==> config.mk <==
export PLATFORM = sky130hd
export DESIGN_NAME = ultrasonic_weld_cycle_sequencer_flat
export DESIGN_NICKNAME = d
export VERILOG_FILES = /design/src/rtl/uwcs_pkg.sv /design/src/rtl/uwcs_ifs.sv /design/src/rtl/uwcs_cfg.sv /design/src/rtl/uwcs_core.sv /design/src/rtl/ultrasonic_weld_cycle_sequencer.sv /design/src/flat_wrapper.sv
export SDC_FILE = /design/constraint.sdc
export NUM_CORES = 1
export LEC_CHECK = 0
export BUFFER_PORTS_ARGS = -buffer_cell sky130_fd_sc_hd__buf_4
export CORE_MARGIN = 8
export CORE_UTILIZATION = 64
export CTS_CLUSTER_SIZE = 25
export DETAILED_ROUTE_END_ITERATION = 12
export PLACE_DENSITY = 0.88
export SYNTH_ARGS = -nofsm -noshare
export SYNTH_HDL_FRONTEND = slang
export SYNTH_HIERARCHICAL = 1
export SYNTH_SLANG_ARGS = --single-unit
==> constraint.sdc <==
create_clock -name clk -period 13.1 [get_ports clk]
set_input_delay 0.655 -clock clk [delete_from_list [all_inputs] [get_ports clk]]
set_output_delay 0.655 -clock clk [all_outputs]
set_load 0.1 [all_outputs]
==> src/rtl/uwcs_pkg.sv <==
package uwcs_pkg;

    localparam int TICKS_PER_SECOND  = 100;
    localparam int FULL_DERATE_COUNT = 7;
    localparam int DERATE_W          = $clog2(FULL_DERATE_COUNT + 1);

    localparam int CFG_AW = 5;
    localparam int CFG_DW = 32;

    localparam logic [6:0]  POWER_FLOOR    = 7'd50;
    localparam logic [6:0]  POWER_SAT_SPAN = 7'd51;
    localparam logic [6:0]  AMP_MAX        = 7'd127;
    localparam logic [7:0]  AMP_SCALE      = 8'd255;
    localparam logic [13:0] RECIP_100      = 14'd10486;
    localparam int          RECIP_SHIFT    = 20;
    localparam int          DERATE_STEP    = 10;
    localparam logic [15:0] COUNT_SAT      = 16'hFFFF;

    typedef enum logic [2:0] {
        PH_READY = 3'd0,
        PH_DOWN  = 3'd1,
        PH_WELD  = 3'd2,
        PH_HOLD  = 3'd3,
        PH_UP    = 3'd4
    } phase_t;

    typedef enum logic [2:0] {
        REG_TRIGGER_MODE     = 3'd0,
        REG_EXIT_MODE        = 3'd1,
        REG_TRAVEL_TICKS     = 3'd2,
        REG_WELD_TICKS       = 3'd3,
        REG_HOLD_TICKS       = 3'd4,
        REG_POWER_PERCENT    = 3'd5,
        REG_ENERGY_TARGET    = 3'd6,
        REG_BACKSTOP_SECONDS = 3'd7
    } reg_idx_t;

    typedef struct packed {
        logic        trigger_mode;
        logic [1:0]  exit_mode;
        logic [15:0] travel_ticks;
        logic [15:0] weld_ticks;
        logic [15:0] hold_ticks;
        logic [6:0]  power_percent;
        logic [15:0] energy_target;
        logic [3:0]  backstop_seconds;
    } cfg_t;

    localparam cfg_t CFG_RESET = '{
        trigger_mode:     1'b0,
        exit_mode:        2'd0,
        travel_ticks:     16'd0,
        weld_ticks:       16'd0,
        hold_ticks:       16'd0,
        power_percent:    POWER_FLOOR,
        energy_target:    16'd0,
        backstop_seconds: 4'd0
    };

    typedef struct packed {
        logic        start_req;
        logic        abort;
        logic        down_edge;
        logic        up_edge;
        logic [15:0] energy_now;
        logic [6:0]  stage1_power;
        logic [6:0]  stage2_power;
        logic [15:0] stage_switch_ticks;
        logic [15:0] stage_end_ticks;
    } item_t;

    typedef struct packed {
        logic [2:0] phase;
        logic       solenoid_down;
        logic [6:0] amplitude;
        logic       sonic_on;
        logic       amp_step;
        logic       sonic_off;
        logic       energy_fault;
        logic       part_done;
    } result_t;

    // amplitude = (p - 50) * 255 / 100, divide by 100 via reciprocal
    function automatic logic [6:0] power_to_amp(input logic [6:0] p);
        logic [6:0]  d;
        logic [13:0] prod;
        logic [27:0] scaled;
        d      = p - POWER_FLOOR;
        prod   = 14'(d) * 14'(AMP_SCALE);
        scaled = 28'(prod) * 28'(RECIP_100);
        if (p < POWER_FLOOR)
            return '0;
        else if (d >= POWER_SAT_SPAN)
            return AMP_MAX;
        else
            return 7'(scaled >> RECIP_SHIFT);
    endfunction

    function automatic logic [6:0] derated_amp(input logic [6:0] p,
                                               input logic [DERATE_W-1:0] comp);
        logic [6:0] a;
        logic [7:0] red;
        a   = power_to_amp(p);
        red = 8'((FULL_DERATE_COUNT - int'(comp)) * DERATE_STEP);
        if (int'(comp) < FULL_DERATE_COUNT)
            return (8'(a) >= red) ? 7'(8'(a) - red) : '0;
        else
            return a;
    endfunction

endpackage

==> src/rtl/uwcs_ifs.sv <==
interface uwcs_item_if;
    import uwcs_pkg::*;
    logic  valid;
    logic  ready;
    item_t data;
    modport source (output valid, output data, input ready);
    modport sink   (input valid, input data, output ready);
endinterface

interface uwcs_result_if;
    import uwcs_pkg::*;
    logic    valid;
    logic    ready;
    result_t data;
    modport source (output valid, output data, input ready);
    modport sink   (input valid, input data, output ready);
endinterface

==> src/rtl/uwcs_cfg.sv <==
module uwcs_cfg (
    input  logic                        clk,
    input  logic                        rst_n,
    input  logic                        psel,
    input  logic                        penable,
    input  logic                        pwrite,
    input  logic [uwcs_pkg::CFG_AW-1:0] paddr,
    input  logic [uwcs_pkg::CFG_DW-1:0] pwdata,
    output logic [uwcs_pkg::CFG_DW-1:0] prdata,
    output logic                        pready,
    output uwcs_pkg::cfg_t              cfg
);
    import uwcs_pkg::*;

    cfg_t     cfg_reg;
    cfg_t     cfg_next;
    reg_idx_t idx;
    logic     wr_en;

    assign pready = 1'b1;
    assign wr_en  = psel && penable && pwrite && pready;
    assign idx    = reg_idx_t'(paddr[CFG_AW-1:2]);
    assign cfg    = cfg_reg;

    always_comb
    begin
        cfg_next = cfg_reg;
        if (wr_en)
        begin
            unique case (idx)
                REG_TRIGGER_MODE:     cfg_next.trigger_mode     = pwdata[0];
                REG_EXIT_MODE:        cfg_next.exit_mode        = pwdata[1:0];
                REG_TRAVEL_TICKS:     cfg_next.travel_ticks     = pwdata[15:0];
                REG_WELD_TICKS:       cfg_next.weld_ticks       = pwdata[15:0];
                REG_HOLD_TICKS:       cfg_next.hold_ticks       = pwdata[15:0];
                REG_POWER_PERCENT:    cfg_next.power_percent    = pwdata[6:0];
                REG_ENERGY_TARGET:    cfg_next.energy_target    = pwdata[15:0];
                REG_BACKSTOP_SECONDS: cfg_next.backstop_seconds = pwdata[3:0];
                default:              cfg_next = cfg_reg;
            endcase
        end
    end

    always_comb
    begin
        unique case (idx)
            REG_TRIGGER_MODE:     prdata = CFG_DW'(cfg_reg.trigger_mode);
            REG_EXIT_MODE:        prdata = CFG_DW'(cfg_reg.exit_mode);
            REG_TRAVEL_TICKS:     prdata = CFG_DW'(cfg_reg.travel_ticks);
            REG_WELD_TICKS:       prdata = CFG_DW'(cfg_reg.weld_ticks);
            REG_HOLD_TICKS:       prdata = CFG_DW'(cfg_reg.hold_ticks);
            REG_POWER_PERCENT:    prdata = CFG_DW'(cfg_reg.power_percent);
            REG_ENERGY_TARGET:    prdata = CFG_DW'(cfg_reg.energy_target);
            REG_BACKSTOP_SECONDS: prdata = CFG_DW'(cfg_reg.backstop_seconds);
            default:              prdata = '0;
        endcase
    end

    always_ff @(posedge clk or negedge rst_n)
    begin
        if (!rst_n)
        begin
            cfg_reg <= CFG_RESET;
        end
        else
        begin
            cfg_reg <= cfg_next;
        end
    end

endmodule

==> src/rtl/uwcs_core.sv <==
module uwcs_core (
    input  logic              clk,
    input  logic              rst_n,
    input  logic              adv,
    input  uwcs_pkg::item_t   word,
    input  uwcs_pkg::cfg_t    cfg,
    output uwcs_pkg::result_t res
);
    import uwcs_pkg::*;

    phase_t              phase_reg,    phase_next;
    logic                entered_reg,  entered_next;
    logic [15:0]         count_reg,    count_next;
    logic [DERATE_W-1:0] derate_reg,   derate_next;
    logic                sol_reg,      sol_next;
    logic                second_reg,   second_next;
    logic [15:0]         elapsed_reg,  elapsed_next;
    logic                trig_reg,     trig_next;
    logic [1:0]          exit_reg,     exit_next;
    logic                dpend_reg,    dpend_next;
    logic                upend_reg,    upend_next;

    logic        do_weld;
    logic        do_hold;
    logic        long_weld;
    logic [3:0]  bs_sec;
    logic [15:0] backstop;

    assign long_weld = cfg.weld_ticks >= 16'(FULL_DERATE_COUNT);
    assign bs_sec    = (cfg.backstop_seconds != '0) ? cfg.backstop_seconds : 4'd1;
    assign backstop  = 16'(32'(bs_sec) * 32'(TICKS_PER_SECOND));

    always_comb
    begin
        phase_next   = phase_reg;
        entered_next = entered_reg;
        count_next   = count_reg;
        derate_next  = derate_reg;
        sol_next     = sol_reg;
        second_next  = second_reg;
        elapsed_next = elapsed_reg;
        trig_next    = trig_reg;
        exit_next    = exit_reg;
        dpend_next   = dpend_reg;
        upend_next   = upend_reg;
        do_weld      = 1'b0;
        do_hold      = 1'b0;
        res          = '0;

        if (word.abort && phase_reg != PH_READY)
        begin
            res.sonic_off = (phase_reg == PH_WELD);
            sol_next      = 1'b0;
            phase_next    = PH_READY;
            entered_next  = 1'b0;
            count_next    = '0;
            second_next   = 1'b0;
            elapsed_next  = '0;
            exit_next     = '0;
            trig_next     = 1'b0;
            dpend_next    = 1'b0;
            upend_next    = 1'b0;
        end
        else
        begin
            if (word.down_edge)
                dpend_next = 1'b1;
            if (word.up_edge)
                upend_next = 1'b1;
            if (count_reg != '0)
                count_next = count_reg - 16'd1;

            unique case (phase_reg)
                PH_READY:
                begin
                    if (word.start_req)
                    begin
                        phase_next   = PH_DOWN;
                        trig_next    = cfg.trigger_mode;
                        count_next   = cfg.travel_ticks;
                        entered_next = 1'b0;
                        dpend_next   = 1'b0;
                    end
                end
                PH_DOWN:
                begin
                    if (!entered_reg)
                    begin
                        entered_next = 1'b1;
                        sol_next     = 1'b1;
                    end
                    else if (trig_reg)
                    begin
                        if (dpend_next)
                        begin
                            dpend_next = 1'b0;
                            do_weld    = 1'b1;
                        end
                    end
                    else if (count_next == '0)
                    begin
                        do_weld = 1'b1;
                    end
                end
                PH_WELD:
                begin
                    if (!entered_reg)
                    begin
                        entered_next = 1'b1;
                        res.sonic_on = 1'b1;
                        if (exit_reg[1])
                        begin
                            second_next   = 1'b0;
                            elapsed_next  = 16'd1;
                            res.amplitude = power_to_amp(word.stage1_power);
                        end
                        else
                        begin
                            res.amplitude = derated_amp(cfg.power_percent, derate_reg);
                        end
                    end
                    else if (exit_reg[1])
                    begin
                        if (elapsed_reg != COUNT_SAT)
                            elapsed_next = elapsed_reg + 16'd1;
                        if (!second_reg && elapsed_next >= word.stage_switch_ticks)
                        begin
                            second_next   = 1'b1;
                            res.amplitude = power_to_amp(word.stage2_power);
                            res.amp_step  = 1'b1;
                        end
                        if (elapsed_next >= word.stage_end_ticks)
                        begin
                            res.sonic_off = 1'b1;
                            do_hold       = 1'b1;
                        end
                    end
                    else if (exit_reg[0])
                    begin
                        if (cfg.energy_target != '0 && word.energy_now >= cfg.energy_target)
                        begin
                            res.sonic_off = 1'b1;
                            do_hold       = 1'b1;
                        end
                        else if (count_next == '0)
                        begin
                            res.sonic_off    = 1'b1;
                            res.energy_fault = 1'b1;
                            sol_next         = 1'b0;
                            entered_next     = 1'b0;
                            phase_next       = PH_READY;
                            exit_next        = '0;
                        end
                    end
                    else if (count_next == '0)
                    begin
                        res.sonic_off = 1'b1;
                        do_hold       = 1'b1;
                    end
                end
                PH_HOLD:
                begin
                    if (!entered_reg)
                    begin
                        entered_next = 1'b1;
                    end
                    else if (count_next == '0)
                    begin
                        entered_next = 1'b0;
                        phase_next   = PH_UP;
                        count_next   = cfg.travel_ticks;
                        if (trig_reg)
                            upend_next = 1'b1;
                    end
                end
                PH_UP:
                begin
                    if (!entered_reg)
                    begin
                        entered_next = 1'b1;
                        sol_next     = 1'b0;
                    end
                    else if (trig_reg ? upend_next : (count_next == '0))
                    begin
                        if (trig_reg)
                            upend_next = 1'b0;
                        entered_next  = 1'b0;
                        phase_next    = PH_READY;
                        res.part_done = 1'b1;
                        exit_next     = '0;
                    end
                end
                default:
                begin
                    phase_next = PH_READY;
                    sol_next   = 1'b0;
                    exit_next  = '0;
                end
            endcase

            if (do_weld)
            begin
                entered_next = 1'b0;
                phase_next   = PH_WELD;
                exit_next    = cfg.exit_mode;
                second_next  = 1'b0;
                elapsed_next = '0;
                derate_next  = long_weld ? DERATE_W'(FULL_DERATE_COUNT)
                                         : cfg.weld_ticks[DERATE_W-1:0];
                if (cfg.exit_mode[0])
                    count_next = backstop;
                else
                    count_next = long_weld ? cfg.weld_ticks : 16'(FULL_DERATE_COUNT);
            end

            if (do_hold)
            begin
                entered_next = 1'b0;
                phase_next   = PH_HOLD;
                count_next   = cfg.hold_ticks;
            end
        end

        res.phase         = phase_next;
        res.solenoid_down = sol_next;
    end

    always_ff @(posedge clk or negedge rst_n)
    begin
        if (!rst_n)
        begin
            phase_reg   <= PH_READY;
            entered_reg <= 1'b0;
            count_reg   <= '0;
            derate_reg  <= DERATE_W'(FULL_DERATE_COUNT);
            sol_reg     <= 1'b0;
            second_reg  <= 1'b0;
            elapsed_reg <= '0;
            trig_reg    <= 1'b0;
            exit_reg    <= '0;
            dpend_reg   <= 1'b0;
            upend_reg   <= 1'b0;
        end
        else if (adv)
        begin
            phase_reg   <= phase_next;
            entered_reg <= entered_next;
            count_reg   <= count_next;
            derate_reg  <= derate_next;
            sol_reg     <= sol_next;
            second_reg  <= second_next;
            elapsed_reg <= elapsed_next;
            trig_reg    <= trig_next;
            exit_reg    <= exit_next;
            dpend_reg   <= dpend_next;
            upend_reg   <= upend_next;
        end
    end

    a_sol_off_ready: assert property (@(posedge clk) disable iff (!rst_n)
        phase_reg == PH_READY |-> !sol_reg)
        else $error("solenoid driven while ready");

    a_amp_qualified: assert property (@(posedge clk) disable iff (!rst_n)
        res.amplitude != '0 |-> (res.sonic_on || res.amp_step))
        else $error("amplitude without start or change");

    a_start_in_weld: assert property (@(posedge clk) disable iff (!rst_n)
        res.sonic_on |-> (phase_reg == PH_WELD && !entered_reg))
        else $error("weld start outside weld entry");

    a_done_to_ready: assert property (@(posedge clk) disable iff (!rst_n)
        adv && res.part_done |=> phase_reg == PH_READY && !exit_reg[0] && !exit_reg[1])
        else $error("cycle done did not return to ready");

    a_fault_stops: assert property (@(posedge clk) disable iff (!rst_n)
        res.energy_fault |-> (res.sonic_off && phase_reg == PH_WELD))
        else $error("fault without stop");

endmodule

==> src/rtl/ultrasonic_weld_cycle_sequencer.sv <==
// channel  dir  word
// item     in   start_req, abort, down/up edges, energy_now, stage settings
// result   out  phase, solenoid_down, amplitude, weld/cycle pulses
// apb      in   8 registers at 4*i, write on psel & penable & pwrite
//
// Two stages: input register, then sequencer logic into the result register.
// Sustained rate is one word per cycle while result.ready holds; each word goes input register, then result register.
// A result waiting unread holds the input register; with both full, input stalls.
// rst_n is asynchronous: phase to ready, pipeline empty, registers to defaults.
module ultrasonic_weld_cycle_sequencer (
    input  logic                        clk,
    input  logic                        rst_n,
    uwcs_item_if.sink                   item,
    uwcs_result_if.source               result,
    input  logic                        psel,
    input  logic                        penable,
    input  logic                        pwrite,
    input  logic [uwcs_pkg::CFG_AW-1:0] paddr,
    input  logic [uwcs_pkg::CFG_DW-1:0] pwdata,
    output logic [uwcs_pkg::CFG_DW-1:0] prdata,
    output logic                        pready
);
    import uwcs_pkg::*;

    cfg_t    cfg;
    logic    in_valid_reg,  in_valid_next;
    item_t   in_word_reg;
    logic    out_valid_reg, out_valid_next;
    result_t out_word_reg;
    result_t step_res;
    logic    adv;

    uwcs_cfg u_cfg (
        .clk     (clk),
        .rst_n   (rst_n),
        .psel    (psel),
        .penable (penable),
        .pwrite  (pwrite),
        .paddr   (paddr),
        .pwdata  (pwdata),
        .prdata  (prdata),
        .pready  (pready),
        .cfg     (cfg)
    );

    uwcs_core u_core (
        .clk   (clk),
        .rst_n (rst_n),
        .adv   (adv),
        .word  (in_word_reg),
        .cfg   (cfg),
        .res   (step_res)
    );

    assign adv          = in_valid_reg && (!out_valid_reg || result.ready);
    assign item.ready   = !in_valid_reg || adv;
    assign result.valid = out_valid_reg;
    assign result.data  = out_word_reg;

    assign in_valid_next  = (item.valid && item.ready) || (in_valid_reg && !adv);
    assign out_valid_next = adv || (out_valid_reg && !result.ready);

    always_ff @(posedge clk or negedge rst_n)
    begin
        if (!rst_n)
        begin
            in_valid_reg  <= 1'b0;
            out_valid_reg <= 1'b0;
        end
        else
        begin
            in_valid_reg  <= in_valid_next;
            out_valid_reg <= out_valid_next;
        end
    end

    always_ff @(posedge clk)
    begin
        if (item.valid && item.ready)
            in_word_reg <= item.data;
        if (adv)
            out_word_reg <= step_res;
    end

endmodule
==> src/flat_wrapper.sv <==
// flat-port wrapper written by rule: the top's interface ports become plain ports
module ultrasonic_weld_cycle_sequencer_flat import uwcs_pkg::*;
  (clk, rst_n, psel, penable, pwrite, paddr, pwdata, prdata, pready, item_valid, item_data, item_ready, result_valid, result_data, result_ready);
  uwcs_item_if item_i ();
  uwcs_result_if result_i ();
  input  logic clk;
  input  logic rst_n;
  input  logic psel;
  input  logic penable;
  input  logic pwrite;
  input  logic [uwcs_pkg::CFG_AW-1:0] paddr;
  input  logic [uwcs_pkg::CFG_DW-1:0] pwdata;
  output logic [uwcs_pkg::CFG_DW-1:0] prdata;
  output logic pready;
  input wire logic [$bits(item_i.valid)-1:0] item_valid;
  input wire logic [$bits(item_i.data)-1:0] item_data;
  output wire logic [$bits(item_i.ready)-1:0] item_ready;
  output wire logic [$bits(result_i.valid)-1:0] result_valid;
  output wire logic [$bits(result_i.data)-1:0] result_data;
  input wire logic [$bits(result_i.ready)-1:0] result_ready;
  assign item_i.valid = item_valid;
  assign item_i.data = item_data;
  assign item_ready = item_i.ready;
  assign result_valid = result_i.valid;
  assign result_data = result_i.data;
  assign result_i.ready = result_ready;
  ultrasonic_weld_cycle_sequencer u_core (.clk(clk), .rst_n(rst_n), .item(item_i), .result(result_i), .psel(psel), .penable(penable), .pwrite(pwrite), .paddr(paddr), .pwdata(pwdata), .prdata(prdata), .pready(pready));
endmodule
==> metrics.log <==
INFO  metric status = finished clean
INFO  metric route.vias.total = 19,127
INFO  metric numClockSinks = 208
INFO  metric ant_nets = 0
INFO  metric worstSetupEndpointType = flop
INFO  metric holdCritPathClass = input port to async pin
INFO  metric fin_crit_sh = 0.937
INFO  metric path_max_fanout = 8
INFO  metric synth_common_cells = 515 x inv_1, 454 x ha_1, 231 x fa_1, 120 x dfrtp_1, 108 x nand2_1
INFO  metric finalWeightedCongestion = 0.919
INFO  metric port_buffers = 125
INFO  metric postPlaceCellArea = 27,200 sq um
INFO  metric worstPathRequired = 13.39 ns
INFO  metric htree_levels = 1
INFO  metric critical-path-slowest-cell = dfstp_2
INFO  metric grt.overflow.total = 0
INFO  metric crit_arrival = 12.56 ns
INFO  metric routed_wl = 60.5 mm
INFO  metric post_synthesis_share_of_cell_area_spent_on_full_adders_half_adders_and_majority_gates = 0.398
INFO  metric vias_per_cell = 5.91
INFO  metric layout-area-overhead-vs-synth = 8.18%
INFO  metric synthCells = 2,590
INFO  metric flip_flop_count_of_the_largest_register_all_copies_and_words_added = 78
INFO  metric tritoncts.num_buffers = 23
INFO  metric hold_viol = 0
INFO  metric seq_area_frac_synth = 0.217
INFO  metric timing.critical_path.from_type = flop
INFO  metric worstSkewPairLatency = 0.54 ns
INFO  metric die_area = 47,200 sq um
INFO  metric fraction_of_synthesized_area_in_multiplexers = 0.0562
INFO  metric worstReg2RegStart = u_core/u_cfg/cfg[21]$_DFFE_PN1P_
INFO  metric final_cell_count_no_fill = 3,237
INFO  metric finalSetupViolCount = 0
INFO  metric drc = 0
INFO  metric worstMarginPinSlew = 1.17 ns
INFO  metric synthesis.yosys.warnings = 6
INFO  metric initial_utilization = 0.650
INFO  metric clk_pin_slew_worst_paths = 0.06 ns
INFO  metric drt_first_iter_violations = 1,316
INFO  metric wl_per_cell = 18.7 microns
INFO  metric cts_max_path_buffers = 3
INFO  metric synth_area_per_cell = 10.0 sq um
INFO  metric place_inst = 3,192
INFO  metric drv.max_cap_violation_count = 0
INFO  metric async_reset_ff_frac = 0.606
INFO  metric synthMostInstantiatedCell = inv_1
INFO  metric grt_antenna_before_repair = 1
INFO  metric post-synth-top-area-fraction = 0.219
INFO  metric crit_path_start = u_core/u_cfg/cfg[21]$_DFFE_PN1P_
INFO  metric design.final.nets = 3,490
INFO  metric diodes = 0
INFO  metric max_slew_margin = 0.217
INFO  metric synth-compound-area-share = 0.103
INFO  metric kind_of_critical_path = flop to flop
INFO  metric yosysTopAreaCell = ha_1
INFO  metric final_core_utilization = 0.704
INFO  metric placeableCoreArea = 39,800 sq um
INFO  metric post-dp-hpwl = 49.5 mm
INFO  metric cts_hold_buf = 0
INFO  metric path_common_cell = ha_1
INFO  metric design.portCount = 161
INFO  metric layout_min_cycle_time = 12.27 ns
INFO  metric mappedNetlistArea = 25,900 sq um
INFO  metric drtPass1Iterations = 5
INFO  metric number_of_enable_type_register_cells_in_the_synthesized_netlist = 82
INFO  metric number_of_max_slew_violations_in_the_final_report = 0
INFO  metric synth_xor_area_frac = 0.0401
INFO  metric proportion_of_layout_cells_with_a_drive_suffix_above_1 = 0.112
INFO  metric ys_seq_elements = 208
INFO  metric floorplan.die.height = 217 microns
INFO  metric synth_top_family_by_area = adder cells
INFO  metric clock_tree.root_cell = clkbuf_16
INFO  metric via_count_of_the_first_global_routing_pass = 20,755
INFO  metric synth.lib_cells_used.distinct = 96
INFO  metric ys.flop_type = dfrtp_1
INFO  metric maximum_number_of_pins_on_one_net_before_global_route_repair = 83
INFO  metric final_design_area_no_fill = 28,000 sq um
INFO  metric simple_gate_share_of_the_synthesized_area = 0.0946
INFO  metric grt_usage = 0.257
INFO  metric slowest_delay = 0.61 ns
INFO  metric fmaxAchievable = 81.5 MHz
INFO  metric die_width = 217 microns
INFO  metric synthTopCellsByArea = ha_1 22%, fa_1 18%, dfrtp_1 12%
INFO  metric rows = 73
INFO  metric fin_skew = 0.0201 ns
INFO  metric grt_pass1_wl = 101 mm
INFO  metric hold-worst-slack = 0.112 ns
INFO  metric tritoncts = done
==> critical path: cells and delay by family, from the launching register on <==
| kind | cells | cell delay (ns) |
|---|---|---|
| adders and majority gates | 14 | 5.42 |
| AOI/OAI and AO/OA | 17 | 3.40 |
| and+or+nand+nor | 7 | 0.91 |
| buffers and inverters | 8 | 0.84 |
| DFF | 1 | 0.61 |
| xor gates and xnor gates | 3 | 0.54 |
| muxes | 1 | 0.26 |
==> cell usage in the layout (no fill, tap or decap), types with 12 or more instances in the layout <==
cell,n
clkbuf_16,23
xnor2_1,77
a211oi_1,14
conb_1,17
buf_4,136
nand4_1,24
mux2i_1,36
nor3_1,38
nor4_1,12
and2_1,16
xor2_1,37
o22ai_1,13
nand3_1,43
o21ai_1,21
a31oi_1,17
edfxtp_1,82
dfrtp_1,120
nand2b_1,30
nor2b_1,27
a21o_1,34
ha_1,454
nor2_1,82
o21ai_0,87
a21oi_1,90
inv_1,515
o21a_1,16
nand2_1,108
mux2_2,76
fa_1,231
==> final timing paths <==
kind | cells after the start | slack [ns] | end
min in group clk | 1 | 0.29 | u_core/in_word_reg[4]$_DFFE_PP_
worst min register to register | 1 | 0.52 | u_core/u_core/elapsed_reg[5]$_DFFE_PN0P_
worst max register to register | 50 | 0.83 | u_core/result.data[11]$_DFFE_PP_
worst max-delay path | 50 | 0.83 | u_core/result.data[11]$_DFFE_PP_
max in group asynchronous | 2 | 11.55 | u_core/u_cfg/cfg[5]$_DFFE_PN0P_
worst min-delay path | 1 | 0.11 | u_core/u_cfg/cfg[16]$_DFFE_PN0P_
==> per-layer routing <==
| layer | vias to the layer above | track usage | part of all wire |
|---|---|---|---|
| li1 | 8961 | - | - |
| met3 | 125 | 0.0311 | 0.050 |
| met2 | 601 | 0.462 | 0.50 |
| met5 | - | 0 | 0.00017 |
| met1 | 9438 | 0.318 | 0.41 |
| met4 | 2 | 0.0859 | 0.031 |
==> per-stage QoR <==
step	worst slack, ns	TNS, ns
5_1_grt	-0.0149	-0.0149
3_3_place_gp	0.651	0
4_1_cts	0.324	0
3_5_place_dp	0.384	0
2_1_floorplan	1.45	0
6_report	0.830	0
==> cell type report <==
cell class,instances,area (sq um)
Timing Repair Buffer,136,1020
Tap cell,525,657
Sequential cell,208,5620
Clock buffer,35,671
Fill cell,2822,11800
Multi-Input combinational cell,1811,18100
Clock inverter,7,60.1
Inverter,515,1930
==> logic make-up (layout without fill, tap and decap cells) <==
kind of cell,count (synthesis),count (layout)
fa+ha+maj,685,685
buf+inv,586,693
simple gates,457,457
compound gates,406,406
flops,208,208
mux,129,129
xor+xnor,117,117
other cells,2,17
==> what timing repair did <==
item                                    in CTS  in global routing
endpoints found under the setup margin       0                  7
setup buffers                                0                  3
resized for setup                            0                 14
Power is not shown: default switching activity piles up to over one toggle a cycle in this logic, so the estimate is an artifact.
